## src/design/plsa_pkg.sv

```systemverilog
// plsa_pkg: shared constants, register map and latency for the point lens source address block
// no dependencies; imported by the top level, the pipelined divider, the port checker and the bench
`default_nettype none

package plsa_pkg;

    localparam int COORD_BITS_DEF = 10;
    localparam int K_BITS         = 16;
    localparam int DATA_BITS      = 32;
    localparam int REG_IDX_BITS   = 3;
    localparam int ADDR_BITS      = REG_IDX_BITS + 2;

    localparam int CENTER_X_RST    = 45;
    localparam int CENTER_Y_RST    = 50;
    localparam int LENS_K_RST      = 100;
    localparam int LAST_COLUMN_RST = 99;
    localparam int LAST_ROW_RST    = 99;

    typedef enum logic [REG_IDX_BITS-1:0] {
        REG_CENTER_X    = 3'd0,
        REG_CENTER_Y    = 3'd1,
        REG_LENS_K      = 3'd2,
        REG_LAST_COLUMN = 3'd3,
        REG_LAST_ROW    = 3'd4
    } t_reg_idx;

    // clock edges from the accepting edge to the edge that takes the result
    function automatic int plsa_latency(input int coord_bits);
        return coord_bits + 7;
    endfunction

endpackage

`default_nettype wire

```

## src/design/plsa_div.sv

```systemverilog
// plsa_div: pipelined restoring divider, one quotient bit per register stage
// uses plsa_pkg; instantiated twice by point_lens_source_address
`default_nettype none

module plsa_div
    import plsa_pkg::*;
#(
    parameter int NUM_W = 33,
    parameter int DEN_W = 22,
    parameter int QUO_W = COORD_BITS_DEF + 1
) (
    input  logic             i_clk,
    input  logic [NUM_W-1:0] i_num,
    input  logic [DEN_W-1:0] i_den,
    output logic [QUO_W-1:0] o_quo
);

    localparam int CW = (NUM_W > DEN_W + QUO_W) ? NUM_W : DEN_W + QUO_W;

    logic [CW-1:0]    r_rem [0:QUO_W-1];
    logic [DEN_W-1:0] r_den [0:QUO_W-1];
    logic [QUO_W-1:0] r_quo [0:QUO_W-1];

    genvar s;
    generate
        for (s = 0; s < QUO_W; s++) begin : g_stage
            localparam int BIT = QUO_W - 1 - s;
            logic [CW-1:0]    w_rem_in;
            logic [CW-1:0]    w_trial;
            logic [DEN_W-1:0] w_den_in;
            logic [QUO_W-1:0] w_quo_in;
            logic             w_ge;

            if (s == 0) begin : g_first
                assign w_rem_in = CW'(i_num);
                assign w_den_in = i_den;
                assign w_quo_in = '0;
            end else begin : g_next
                assign w_rem_in = r_rem[s-1];
                assign w_den_in = r_den[s-1];
                assign w_quo_in = r_quo[s-1];
            end

            assign w_trial = CW'(w_den_in) << BIT;
            assign w_ge    = (w_rem_in >= w_trial);

            always_ff @(posedge i_clk) begin
                r_rem[s] <= w_ge ? (w_rem_in - w_trial) : w_rem_in;
                r_den[s] <= w_den_in;
                r_quo[s] <= w_quo_in | (QUO_W'(w_ge) << BIT);
            end
        end
    endgenerate

    assign o_quo = r_quo[QUO_W-1];

endmodule

`default_nettype wire

```

## src/design/point_lens_source_address.sv

```systemverilog
// point_lens_source_address: source pixel address under a point-mass lens, one pixel per clock
// uses plsa_pkg and two plsa_div instances
//
// usage
//   request channel: drive i_pixel_column / i_pixel_row with start high; a request is taken
//   at every rising edge with start high and busy low. busy is always low, so a new pixel
//   can be issued on every clock.
//   result channel: o_done is high for exactly one cycle per request, with o_source_column,
//   o_source_row, o_inside_res and o_at_center valid in that cycle. the receiver cannot
//   stall; results come in request order.
//   config: APB-style write/read of center_x (0x00), center_y (0x04), lens_strength (0x08),
//   last_column (0x0C), last_row (0x10); pready is always high. write only while no request
//   is in flight.
// pipeline / throughput
//   five arithmetic stages (offsets, r2, r2 - K, products, rounding numerator),
//   COORD_BITS + 1 divider stages for the two quotients in parallel, and the output
//   register. one request per clock sustained.
// reset
//   i_rst_n low clears all in-flight requests and loads the register defaults.
`default_nettype none

module point_lens_source_address
    import plsa_pkg::*;
#(
    parameter int COORD_BITS = COORD_BITS_DEF
) (
    input  logic                  i_clk,
    input  logic                  i_rst_n,
    input  logic                  start,
    output logic                  busy,
    input  logic [COORD_BITS-1:0] i_pixel_column,
    input  logic [COORD_BITS-1:0] i_pixel_row,
    output logic                  o_done,
    output logic [COORD_BITS-1:0] o_source_column,
    output logic [COORD_BITS-1:0] o_source_row,
    output logic                  o_inside_res,
    output logic                  o_at_center,
    input  logic                  psel,
    input  logic                  penable,
    input  logic                  pwrite,
    input  logic [ADDR_BITS-1:0]  paddr,
    input  logic [DATA_BITS-1:0]  pwdata,
    output logic [DATA_BITS-1:0]  prdata,
    output logic                  pready
);

    localparam int CB  = COORD_BITS;
    localparam int RW  = 2 * CB + 1;
    localparam int FMW = (RW > K_BITS) ? RW : K_BITS;
    localparam int FW  = FMW + 1;
    localparam int MW  = CB + FMW;
    localparam int NW  = ((MW + 1 > RW) ? MW + 1 : RW) + 1;
    localparam int DW  = RW + 1;
    localparam int QB  = CB + 1;
    localparam int CW  = (NW > DW + QB) ? NW : DW + QB;
    localparam int SW  = CB + 3;
    localparam int SBW = 2 * CB + 5;

    // configuration registers
    logic [CB-1:0]     r_center_x;
    logic [CB-1:0]     r_center_y;
    logic [K_BITS-1:0] r_lens_k;
    logic [CB-1:0]     r_last_column;
    logic [CB-1:0]     r_last_row;
    logic              w_cfg_wr;
    t_reg_idx          w_reg_idx;

    assign pready    = 1'b1;
    assign busy      = 1'b0;
    assign w_cfg_wr  = psel & penable & pwrite & pready;
    assign w_reg_idx = t_reg_idx'(paddr[ADDR_BITS-1:2]);

    always_ff @(posedge i_clk) begin
        if (!i_rst_n) begin
            r_center_x    <= CB'(CENTER_X_RST);
            r_center_y    <= CB'(CENTER_Y_RST);
            r_lens_k      <= K_BITS'(LENS_K_RST);
            r_last_column <= CB'(LAST_COLUMN_RST);
            r_last_row    <= CB'(LAST_ROW_RST);
        end else if (w_cfg_wr) begin
            unique case (w_reg_idx)
                REG_CENTER_X:    r_center_x    <= pwdata[CB-1:0];
                REG_CENTER_Y:    r_center_y    <= pwdata[CB-1:0];
                REG_LENS_K:      r_lens_k      <= pwdata[K_BITS-1:0];
                REG_LAST_COLUMN: r_last_column <= pwdata[CB-1:0];
                REG_LAST_ROW:    r_last_row    <= pwdata[CB-1:0];
                default: ;
            endcase
        end
    end

    always_comb begin
        unique case (w_reg_idx)
            REG_CENTER_X:    prdata = DATA_BITS'(r_center_x);
            REG_CENTER_Y:    prdata = DATA_BITS'(r_center_y);
            REG_LENS_K:      prdata = DATA_BITS'(r_lens_k);
            REG_LAST_COLUMN: prdata = DATA_BITS'(r_last_column);
            REG_LAST_ROW:    prdata = DATA_BITS'(r_last_row);
            default:         prdata = '0;
        endcase
    end

    // stage 1: signed offsets from the center, as sign and magnitude
    logic [CB:0]   w_dx;
    logic [CB:0]   w_dy;
    logic [CB:0]   w_dx_neg;
    logic [CB:0]   w_dy_neg;
    logic          r1_v;
    logic [CB-1:0] r1_px;
    logic [CB-1:0] r1_py;
    logic [CB-1:0] r1_adx;
    logic [CB-1:0] r1_ady;
    logic          r1_sdx;
    logic          r1_sdy;

    assign w_dx     = {1'b0, i_pixel_column} - {1'b0, r_center_x};
    assign w_dy     = {1'b0, r_center_y} - {1'b0, i_pixel_row};
    assign w_dx_neg = -w_dx;
    assign w_dy_neg = -w_dy;

    always_ff @(posedge i_clk) begin
        if (!i_rst_n) begin
            r1_v <= 1'b0;
        end else begin
            r1_v <= start & ~busy;
        end
    end

    always_ff @(posedge i_clk) begin
        r1_px  <= i_pixel_column;
        r1_py  <= i_pixel_row;
        r1_sdx <= w_dx[CB];
        r1_sdy <= w_dy[CB];
        r1_adx <= w_dx[CB] ? w_dx_neg[CB-1:0] : w_dx[CB-1:0];
        r1_ady <= w_dy[CB] ? w_dy_neg[CB-1:0] : w_dy[CB-1:0];
    end

    // stage 2: squared radius
    logic [RW-1:0] w_ax2;
    logic [RW-1:0] w_ay2;
    logic          r2_v;
    logic [RW-1:0] r2_r2;
    logic [CB-1:0] r2_px;
    logic [CB-1:0] r2_py;
    logic [CB-1:0] r2_adx;
    logic [CB-1:0] r2_ady;
    logic          r2_sdx;
    logic          r2_sdy;

    assign w_ax2 = RW'(r1_adx);
    assign w_ay2 = RW'(r1_ady);

    always_ff @(posedge i_clk) begin
        if (!i_rst_n) begin
            r2_v <= 1'b0;
        end else begin
            r2_v <= r1_v;
        end
    end

    always_ff @(posedge i_clk) begin
        r2_r2  <= (w_ax2 * w_ax2) + (w_ay2 * w_ay2);
        r2_px  <= r1_px;
        r2_py  <= r1_py;
        r2_adx <= r1_adx;
        r2_ady <= r1_ady;
        r2_sdx <= r1_sdx;
        r2_sdy <= r1_sdy;
    end

    // stage 3: lens factor r2 - K, as sign and magnitude
    logic [FW-1:0]  w_f;
    logic [FW-1:0]  w_f_neg;
    logic           r3_v;
    logic [FMW-1:0] r3_fmag;
    logic           r3_sf;
    logic           r3_center;
    logic [RW-1:0]  r3_r2;
    logic [CB-1:0]  r3_px;
    logic [CB-1:0]  r3_py;
    logic [CB-1:0]  r3_adx;
    logic [CB-1:0]  r3_ady;
    logic           r3_sdx;
    logic           r3_sdy;

    assign w_f     = FW'(r2_r2) - FW'(r_lens_k);
    assign w_f_neg = -w_f;

    always_ff @(posedge i_clk) begin
        if (!i_rst_n) begin
            r3_v <= 1'b0;
        end else begin
            r3_v <= r2_v;
        end
    end

    always_ff @(posedge i_clk) begin
        r3_sf     <= w_f[FW-1];
        r3_fmag   <= w_f[FW-1] ? w_f_neg[FMW-1:0] : w_f[FMW-1:0];
        r3_center <= (r2_r2 == '0);
        r3_r2     <= r2_r2;
        r3_px     <= r2_px;
        r3_py     <= r2_py;
        r3_adx    <= r2_adx;
        r3_ady    <= r2_ady;
        r3_sdx    <= r2_sdx;
        r3_sdy    <= r2_sdy;
    end

    // stage 4: numerator magnitudes |d| * |r2 - K|
    logic [MW-1:0] w_ax4;
    logic [MW-1:0] w_ay4;
    logic [MW-1:0] w_f4;
    logic          r4_v;
    logic [MW-1:0] r4_magx;
    logic [MW-1:0] r4_magy;
    logic          r4_sx;
    logic          r4_sy;
    logic          r4_center;
    logic [RW-1:0] r4_r2;
    logic [CB-1:0] r4_px;
    logic [CB-1:0] r4_py;

    assign w_ax4 = MW'(r3_adx);
    assign w_ay4 = MW'(r3_ady);
    assign w_f4  = MW'(r3_fmag);

    always_ff @(posedge i_clk) begin
        if (!i_rst_n) begin
            r4_v <= 1'b0;
        end else begin
            r4_v <= r3_v;
        end
    end

    always_ff @(posedge i_clk) begin
        r4_magx   <= w_ax4 * w_f4;
        r4_magy   <= w_ay4 * w_f4;
        r4_sx     <= r3_sdx ^ r3_sf;
        r4_sy     <= r3_sdy ^ r3_sf;
        r4_center <= r3_center;
        r4_r2     <= r3_r2;
        r4_px     <= r3_px;
        r4_py     <= r3_py;
    end

    // stage 5: rounding numerators 2|num| + r2, divisor 2*r2, quotient range check
    logic [NW-1:0] w_nx;
    logic [NW-1:0] w_ny;
    logic [DW-1:0] w_den;
    logic [CW-1:0] w_lim;
    logic          r5_v;
    logic [NW-1:0] r5_nx;
    logic [NW-1:0] r5_ny;
    logic [DW-1:0] r5_den;
    logic          r5_ovfx;
    logic          r5_ovfy;
    logic          r5_sx;
    logic          r5_sy;
    logic          r5_center;
    logic [CB-1:0] r5_px;
    logic [CB-1:0] r5_py;

    assign w_nx  = NW'({r4_magx, 1'b0}) + NW'(r4_r2);
    assign w_ny  = NW'({r4_magy, 1'b0}) + NW'(r4_r2);
    assign w_den = {r4_r2, 1'b0};
    assign w_lim = CW'(w_den) << QB;

    always_ff @(posedge i_clk) begin
        if (!i_rst_n) begin
            r5_v <= 1'b0;
        end else begin
            r5_v <= r4_v;
        end
    end

    always_ff @(posedge i_clk) begin
        r5_nx     <= w_nx;
        r5_ny     <= w_ny;
        r5_den    <= w_den;
        r5_ovfx   <= (CW'(w_nx) >= w_lim);
        r5_ovfy   <= (CW'(w_ny) >= w_lim);
        r5_sx     <= r4_sx;
        r5_sy     <= r4_sy;
        r5_center <= r4_center;
        r5_px     <= r4_px;
        r5_py     <= r4_py;
    end

    // divider stages, with the per-request side data delayed alongside
    logic [QB-1:0]  w_qx;
    logic [QB-1:0]  w_qy;
    logic [SBW-1:0] r_sb  [0:QB-1];
    logic           r_sbv [0:QB-1];

    plsa_div #(
        .NUM_W (NW),
        .DEN_W (DW),
        .QUO_W (QB)
    ) u_div_x (
        .i_clk (i_clk),
        .i_num (r5_nx),
        .i_den (r5_den),
        .o_quo (w_qx)
    );

    plsa_div #(
        .NUM_W (NW),
        .DEN_W (DW),
        .QUO_W (QB)
    ) u_div_y (
        .i_clk (i_clk),
        .i_num (r5_ny),
        .i_den (r5_den),
        .o_quo (w_qy)
    );

    always_ff @(posedge i_clk) begin
        if (!i_rst_n) begin
            for (int i = 0; i < QB; i++) begin
                r_sbv[i] <= 1'b0;
            end
        end else begin
            r_sbv[0] <= r5_v;
            for (int i = 1; i < QB; i++) begin
                r_sbv[i] <= r_sbv[i-1];
            end
        end
    end

    always_ff @(posedge i_clk) begin
        r_sb[0] <= {r5_px, r5_py, r5_sx, r5_sy, r5_ovfx, r5_ovfy, r5_center};
        for (int i = 1; i < QB; i++) begin
            r_sb[i] <= r_sb[i-1];
        end
    end

    // final stage: source address, bounds test, output register
    logic [CB-1:0] w_px;
    logic [CB-1:0] w_py;
    logic          w_sx;
    logic          w_sy;
    logic          w_ovfx;
    logic          w_ovfy;
    logic          w_center;
    logic [SW-1:0] w_qxs;
    logic [SW-1:0] w_qys;
    logic [SW-1:0] w_sc;
    logic [SW-1:0] w_sr;
    logic          w_inside;
    logic          r_o_done;
    logic [CB-1:0] r_o_col;
    logic [CB-1:0] r_o_row;
    logic          r_o_inside;
    logic          r_o_center;

    assign {w_px, w_py, w_sx, w_sy, w_ovfx, w_ovfy, w_center} = r_sb[QB-1];
    assign w_qxs = SW'(w_qx);
    assign w_qys = SW'(w_qy);

    always_comb begin
        if (w_center) begin
            w_sc = SW'(w_px);
            w_sr = SW'(w_py);
        end else begin
            w_sc = SW'(r_center_x) + (w_sx ? -w_qxs : w_qxs);
            w_sr = SW'(r_center_y) + (w_sy ? w_qys : -w_qys);
        end
        w_inside = (w_center | ~(w_ovfx | w_ovfy))
                 & ~w_sc[SW-1] & ~w_sr[SW-1]
                 & (w_sc <= SW'(r_last_column))
                 & (w_sr <= SW'(r_last_row));
    end

    always_ff @(posedge i_clk) begin
        if (!i_rst_n) begin
            r_o_done <= 1'b0;
        end else begin
            r_o_done <= r_sbv[QB-1];
        end
    end

    always_ff @(posedge i_clk) begin
        r_o_col    <= w_inside ? w_sc[CB-1:0] : '0;
        r_o_row    <= w_inside ? w_sr[CB-1:0] : '0;
        r_o_inside <= w_inside;
        r_o_center <= w_center;
    end

    assign o_done          = r_o_done;
    assign o_source_column = r_o_col;
    assign o_source_row    = r_o_row;
    assign o_inside_res    = r_o_inside;
    assign o_at_center     = r_o_center;

endmodule

`default_nettype wire

```

## config.mk

```make
export PLATFORM = sky130hd
export DESIGN_NAME = point_lens_source_address
export DESIGN_NICKNAME = d
export VERILOG_FILES = /design/src/design/plsa_pkg.sv /design/src/design/plsa_div.sv /design/src/design/point_lens_source_address.sv
export SDC_FILE = /design/constraint.sdc
export NUM_CORES = 2
export LEC_CHECK = 0
export BUFFER_PORTS_ARGS = -buffer_cell sky130_fd_sc_hd__buf_2
export CAP_MARGIN = 20
export CORE_MARGIN = 2
export CORE_UTILIZATION = 64
export CTS_CLUSTER_DIAMETER = 200
export DETAILED_ROUTE_END_ITERATION = 10
export PLACE_DENSITY = 0.88
export SETUP_SLACK_MARGIN = 0.15
export SLEW_MARGIN = 20
export SYNTH_ARGS = -nofsm -noshare
export SYNTH_HDL_FRONTEND = slang
export SYNTH_SLANG_ARGS = --single-unit
export TNS_END_PERCENT = 20
```

## constraint.sdc

```tcl
create_clock -name i_clk -period 11.2 [get_ports i_clk]
set_input_delay 0.56 -clock i_clk [delete_from_list [all_inputs] [get_ports i_clk]]
set_output_delay 0.56 -clock i_clk [all_outputs]
set_load 0.02 [all_outputs]
```

==> reports/results.ini <==
[run_status]
status=complete, no violations

[global_routing]
grt_max_degree=74
grt_usage_pct=33.59
grt_pass1_wl_mm=392.3
grt_antenna_before_repair=15
grt_overflow=0
grt_pass1_vias=73630

[synth]
ys.flop_type=dfxtp_1
syn-instance-count=9737
yosys_warnings=0
netlist_area_sq_um=92480
ys_types=98
ys_ff_latch=1759
syn_area_per_cell_sq_um=9.498
synth-async-reset-ratio_pct=0
synth_edf_count=0
ys_seq_area_share_pct=38.08

[drt]
dr.pass1.iters=9
wl_per_cell_um=21.06
drc=0
drt-vias-per-instance=6.026
vias=71440
drtAntennaViolNets=0
wl_met3_mm=17.36
drt-initial-drc-count=6120
drt_wl_total_mm=249.6
met1_length_mm=94.44
wl_met2_mm=118.5
highest_layer=met5

[clocking]
cts_max_path_buffers=3
cts_buffers=168
cts-root-buf=clkbuf_16
cts.sinks=1759
clock_latency_ns=0.85
holdBufCountCts=22
cts_tree=yes
cts_resized=0
postCtsSetupBuffers=0
cts_htree_levels=4
path_clk_slew_ns=0.07

[worst_setup_path]
crit_path_frequent_cell=fa_1
reg2reg_depth=19
cpLargestDelayFamily=adder cells
rrSetupSlack_ns=4.57
r2r_end=r4_magy[30]
slowest_stage=dfxtp_1
critPathRequiredTime_ns=11.87
slowest_delay_ns=0.96
startpoint_type=flip-flop
cp_max_fo=20
path_class=reg -> reg
endpoint_kind=flip-flop
path_cells=nand2_1 -> fa_1 -> inv_1 -> fa_1 -> fa_1 -> fa_1 -> inv_1 -> fa_1 -> inv_1 -> ha_1 -> and3_1 -> nand2_1 -> or3b_1 -> nand4_1 -> nand2_1 -> o41ai_1 -> a211o_1 -> a21oi_1 -> xnor2_1
worstPathArrival_ns=7.31
crit_buf_inv=3
r2r-start=r3_fmag[10]

[floorplanning]
row_count=139
fp.dieH_um=384.1
die_w_um=384.1
initial_core_util_pct=64.46
dieArea_sq_um=147600
core-area_sq_um=143500
io_pins=120

[sta]
worst_slew_margin_rel_pct=16.10
grt_setup_unrepaired=no
tns_ns=0
max_freq_mhz=150.8
slew_violations=0
tightest_slew_ns=1.247
timing.final.crit_period_ns=6.631
hold_viol=0
finalSetupViolCount=0
skew_ns=0.07012
min_period_over_period_pct=59.20

[placed_design]
gp_congestion=0.9693
dp_hpwl_mm=185.8
portBuffers=83

[final_layout]
layout_commonest_cell=dfxtp_1
nNetsFinal=11170
layout-drive-gt1-share_pct=5.037
syn_to_final_growth_pct=9.113
layout_common_cells=1759 x dfxtp_1, 1040 x inv_1, 843 x ha_1

[hold_path]
hold_start=pwdata[14]
hp-class=in -> reg
hold_path_depth=3
min_to=r_lens_k[14]

[run]
cap_violations=0

-- kinds of logic (layout without fill, tap and decap cells) --
logic type / count (synthesis) / count (layout) / synth area share (%)
adder cells (fa/ha/maj): 1299 / 1299 / 21.28
buffers and inverters: 1294 / 1488 / 5.351
AND/OR/NAND/NOR: 2607 / 2607 / 13.90
XOR/XNOR: 656 / 656 / 6.212
flip-flops: 1759 / 1759 / 38.08
multiplexers: 149 / 149 / 1.747
AO/OA/AOI/OAI: 1971 / 1971 / 13.43
other: 2 / 23 / 0.008120
-- cell usage after synthesis, drive strengths merged, types with 69 or more instances --
| cell | count | share of area (%) |
|---|---|---|
| nand3 | 148 | 0.81 |
| nor2 | 578 | 2.3 |
| nor3 | 154 | 0.83 |
| o21ai | 434 | 2.3 |
| nand2 | 781 | 3.2 |
| nand2b | 112 | 0.76 |
| mux2 | 99 | 1.2 |
| a21o | 251 | 2.0 |
| and2 | 297 | 2.0 |
| a21oi | 632 | 3.4 |
| clkbuf | 208 | 0.84 |
| inv | 1045 | 4.2 |
| dfxtp | 1759 | 38 |
| fa | 456 | 9.9 |
| xnor2 | 409 | 3.9 |
| nand4 | 79 | 0.53 |
| or3 | 69 | 0.47 |
| o21a | 111 | 0.90 |
| ha | 843 | 11 |
| nor2b | 109 | 0.74 |
| xor2 | 247 | 2.3 |
-- layout make-up --
| class | instances | area (sq um) |
|---|---|---|
| multi-input combinational | 6700 | 52500 |
| fill | 9969 | 42570 |
| sequential | 1759 | 35210 |
| clock buffer | 220 | 4649 |
| inverter | 1046 | 3926 |
| tap | 1903 | 2381 |
| clock inverter | 88 | 1330 |
| timing repair buffer | 134 | 903.4 |
| antenna | 5 | 12.51 |
-- how the worst max path moves through the flow --
stage | start | end | slack (ns) | depth (start not counted)
after floorplan | r1_adx[5] | r2_r2[19] | 5.25 | 21
after global placement | r3_fmag[8] | r4_magx[26] | 4.93 | 19
after detailed placement | r3_fmag[10] | r4_magy[30] | 4.68 | 19
after CTS | r3_fmag[10] | r4_magy[30] | 4.66 | 19
after global routing | r3_adx[1] | r4_magx[26] | 4.26 | 19
final | r3_fmag[10] | r4_magy[30] | 4.57 | 19
-- metal layers --
metal / vias to the layer above / global-route usage (%)
li1: 33030 / -
met4: 12 / 23.07
met3: 1105 / 5.984
met1: 34100 / 38.52
met2: 3202 / 57.02
met5: - / 0
-- metrics by stage --
stage               instances  instance area [sq um]  worst slack, ns  util [%]  hold WS, ns
finish                  11860                 100900            4.569     70.33      0.02083
global route            11850                 100900            4.259     70.32      0.02289
CTS                     11850                 100800            4.664     70.27    0.0009567
detailed placement      11520                  94620            4.681     65.94       0.3121
global placement        11520                  94610            4.929     65.94       0.3096
floorplan                9753                  92540            5.252         -       0.3096
-- sequential cells by signal, indices dropped and copies added, names as in the netlist, 32 cells and up --
name / cells
r5_nx: 32
r5_ny: 33
r_sb: 275
u_div_x.r_quo: 66
u_div_x.r_rem: 320
u_div_y.r_den: 180
u_div_y.r_quo: 66
u_div_y.r_rem: 330
-- worst reg2reg max path, delay by kind of cell (launching register included) --
family | cells | cell delay [ns]
xor+xnor | 1 | 0.12
flops | 1 | 0.96
buf+inv | 3 | 0.15
simple gates | 6 | 1.22
fa+ha+maj | 6 | 2.93
compound gates | 3 | 1.13
Power is left out: the tool's default activity adds up to more than one toggle a clock period on the data nets, which glitch-free logic cannot reach.
